### src/design/lls_pkg.sv
package lls_pkg;

	localparam int SLOT_COUNT = 4096;
	localparam int SLOT_W     = 12;
	localparam int MAX_LEVELS = 8;
	localparam int LEVEL_W    = 3;
	localparam int COUNT_W    = 4;
	localparam int THR_W      = 20;
	localparam int RADIUS_W   = 24;
	localparam int DEPTH_W    = 32;
	localparam int CFG_W      = 24;
	localparam int FRAC_W     = 16;
	localparam int KEEP_W     = 17;
	localparam int BAND_CFG_W = 20;
	localparam int NUM_W      = 48;
	localparam int DEN_W      = 31;
	localparam int QUO_W      = 32;
	localparam int SCALED_W   = 40;
	localparam int BAND_W     = 24;
	localparam int COV_OUT_W  = 20;
	localparam int WEIGHT_W   = 17;
	localparam int MEM_W      = LEVEL_W + 1;

	localparam logic [KEEP_W-1:0] ONE_Q16 = KEEP_W'(65536);
	localparam logic [QUO_W-1:0] COV_ONE = QUO_W'(65536);
	localparam logic [COV_OUT_W-1:0] COV_OUT_MAX = '1;

	typedef enum logic [2:0] {
		CFG_COVERAGE_SCALE = 3'd0,
		CFG_HYSTERESIS     = 3'd1,
		CFG_FADE_BAND      = 3'd2,
		CFG_INV_TAN_FOV    = 3'd3,
		CFG_ORTHO_HEIGHT   = 3'd4
	} cfg_idx_t;

	typedef struct packed {
		logic [SLOT_W-1:0]                    slot;
		logic [COUNT_W-1:0]                   count;
		logic [MAX_LEVELS-1:0][THR_W-1:0]     thr;
	} item_t;

	typedef struct packed {
		logic  special;
		item_t item;
	} d1_side_t;

	typedef struct packed {
		logic                  empty;
		logic                  fade;
		logic [LEVEL_W-1:0]    level;
		logic [COV_OUT_W-1:0]  cov_out;
	} res_t;

	typedef struct packed {
		logic raw;
		logic shr;
	} lls_hit_t;

	localparam int SIDE_W = $bits(d1_side_t);

endpackage

### src/design/lls_lane.sv
module lls_lane import lls_pkg::*; (
	input  logic                clk,
	input  logic                en,
	input  logic [SCALED_W-1:0] scaled,
	input  logic [THR_W-1:0]    thr,
	input  logic [KEEP_W-1:0]   keep,
	output lls_hit_t            hit
);

	logic [THR_W+KEEP_W-1:0]  prod;
	logic [THR_W+KEEP_W-17:0] shrunk;
	lls_hit_t                 hit_q;

	assign prod   = {{KEEP_W{1'b0}}, thr} * {{THR_W{1'b0}}, keep};
	assign shrunk = prod[THR_W+KEEP_W-1:16];

	// test plain and shrunk thresholds; the merge picks once the previous level is known
	always_ff @(posedge clk) begin
		if (en) begin
			hit_q.raw <= scaled >= SCALED_W'(thr);
			hit_q.shr <= scaled >= SCALED_W'(shrunk);
		end
	end

	assign hit = hit_q;

endmodule

### config.mk
export PLATFORM = sky130hd
export DESIGN_NAME = lls_lane
export DESIGN_NICKNAME = d
export VERILOG_FILES = /design/src/design/lls_pkg.sv /design/src/design/lls_lane.sv
export SDC_FILE = /design/constraint.sdc
export NUM_CORES = 1
export LEC_CHECK = 0
export BUFFER_PORTS_ARGS = -buffer_cell sky130_fd_sc_hd__buf_2
export CORE_MARGIN = 5
export CORE_UTILIZATION = 68
export CTS_BUF_LIST = sky130_fd_sc_hd__clkbuf_4
export CTS_CLUSTER_SIZE = 40
export DETAILED_ROUTE_END_ITERATION = 12
export GPL_TIMING_DRIVEN = 0
export PLACE_DENSITY = 0.92
export SYNTH_ARGS = -nofsm -noshare
export SYNTH_HDL_FRONTEND = slang
export SYNTH_SLANG_ARGS = --single-unit
### constraint.sdc
create_clock -name clk -period 17.75 [get_ports clk]
set_input_delay 4.4375 -clock clk [delete_from_list [all_inputs] [get_ports clk]]
set_output_delay 4.4375 -clock clk [all_outputs]
set_load 0.03 [all_outputs]
==> impl_metrics.toml <==
[timing]
slew_viol_final = 0
slew_headroom = 0.468
rsz0062_at_grt = "no"
finalCritPeriodShare = 0.672
tightest_slew_ps = 798
max_freq_mhz = 83.8
finalHoldViolCount = 0
layout_min_cycle_time_ps = 11940
setup_viol = 0
timing.setup.tns_ps = 0

[floorplan]
fp.dieH_um = 143
start_util = 0.692
io_pins = 81
coreArea_mm2 = 0.0173
die-area_mm2 = 0.0204
rows = 48
die_x_um = 143

[synthesis]
synth_ff_type = "edfxtp_1"
synth_area_leaders = "fa_1 (45%), ha_1 (16%), inv_1 (10%)"
synth-edff-count = 2
synth.top_cell.area_share = 0.446
synthCells = 1396
synth_top_cell_by_area = "fa_1"
ys_warn_count = 0
async_reset_ff_frac = 0
ys_types = 60
syn-num-nets = 1892
syn_area_mm2 = 0.0120
yosysSeqAreaShare = 0.00501
syn-mean-instance-area_um2 = 8.58
synth-seq-cells = 2

[routing]
ant_nets = 0
routed_wl_um = 32100
num_vias = 9969
dr.first_iter.drc_count = 641
drc = 0
wire_per_inst_um = 19.1
viasPerCell = 5.92
dr.pass1.iters = 5

[flow_run]
maxCapViolCount = 0

[setup_path]
cp_common_cell = "fa_1"
cp_num_buf_inv = 6
crit_family = "adder cells"
crit_path_start = "thr[1]"
crit_path_end_kind = "flop"
crit_path_max_fanout = 10
cp-start-kind = "input port"
critical_path_class = "in2reg"
cpPeakStageDelay_ps = 580
crit_arrival_ps = 11880
cp_slowest_cell = "clkbuf_1"
cp.required_ps = 17690

[outcome]
status = "completed"

[layout]
fillCellCount = 1295
insertedDiodeCount = 0
layout_common_cells = "inv_1 (326), fa_1 (267), nand2_1 (226), ha_1 (150), and2_1 (139)"
largest_register_ffs = 2
final_util = 0.727
final_common_cell = "inv_1"
syn_to_final_growth_pct = 5.05
drive_gt1_frac = 0.0596
finalNetCount = 1957

[place]
dp_hpwl_um = 27000
gp_congestion = 0.984
port_buffers = 60

[clocking]
clock-root-buffer = "clkbuf_4"
clk_pin_slew_ps = 30
post_cts_buffers = 0
htreeDepth = 1
cts_tree = "built"
cts.sinks = 2
clk_path_buf_depth = 2
ctsHoldBuffers = 0
cts_made_buffers = 3
postCtsResizedCells = 0

[grt]
antenna_found_initial = 0
grt.overflow.total = 0
grt_pass1_wl_um = 52700
grt_max_degree = 11
grt_pass1_vias = 11000
grt_usage = 0.327

[worst_hold_path]
hp-class = "in2reg"
min_from = "en"
-- final timing paths --
check	to	slack (ps)	depth (start not counted)
worst max-delay path	hit[0]	5810	26
worst min-delay path	hit[0]	4440	1
-- area by class of cell --
cell class                 count  area [µm²]  share of cell area
sequential                     2        60.1             0.00477
timing repair buffer          60         300              0.0239
buffer                        64         253              0.0201
tap                          225         282              0.0224
inverter                     326        1220              0.0973
clock buffer                   3        22.5             0.00179
multi-input combinational   1004       10400               0.830
-- cells by family (layout without fill, tap and decap cells) --
logic type,after synthesis,count (layout),synth area share
AND/OR/NAND/NOR,450,450,0.184
adder cells (fa/ha/maj),417,417,0.603
buffers and inverters,390,453,0.123
AO/OA/AOI/OAI,113,113,0.0664
XOR/XNOR,22,22,0.0161
multiplexers,2,2,0.00167
flip-flops,2,2,0.00501
-- cell usage after synthesis (3+ instances only) --
cell	count
nand4_1	15
nor4_1	5
inv_1	326
nand3_1	9
o21a_1	3
xor2_1	12
xnor2_1	10
ha_1	150
and3_1	7
clkbuf_1	58
nor2b_1	7
and2_1	139
buf_2	4
nand2_1	226
nor3_1	3
nor2_1	23
a21oi_1	36
fa_1	267
o21ai_0	14
a31oi_1	6
a21o_1	23
-- through the flow --
step,setup slack (ps),hold slack [ps],cells,area (µm²)
floorplan,6900,4550,1396,12000
global placement,5780,4650,1681,12600
detailed placement,5770,4660,1681,12600
CTS,5960,4440,1684,12600
global route,5510,4440,1684,12600
finish,5810,4440,1684,12600
-- metal layers --
layer | up-vias | share of wire | GRT usage
met5 | - | 0 | 0
met3 | 155 | 0.083 | 0.0442
met1 | 4970 | 0.34 | 0.389
met4 | 0 | 0.069 | 0.181
met2 | 512 | 0.50 | 0.574
li1 | 4332 | - | -
Power is left out: the tool's default activity adds up to more than one toggle a clock period on the data nets, which glitch-free logic cannot reach.
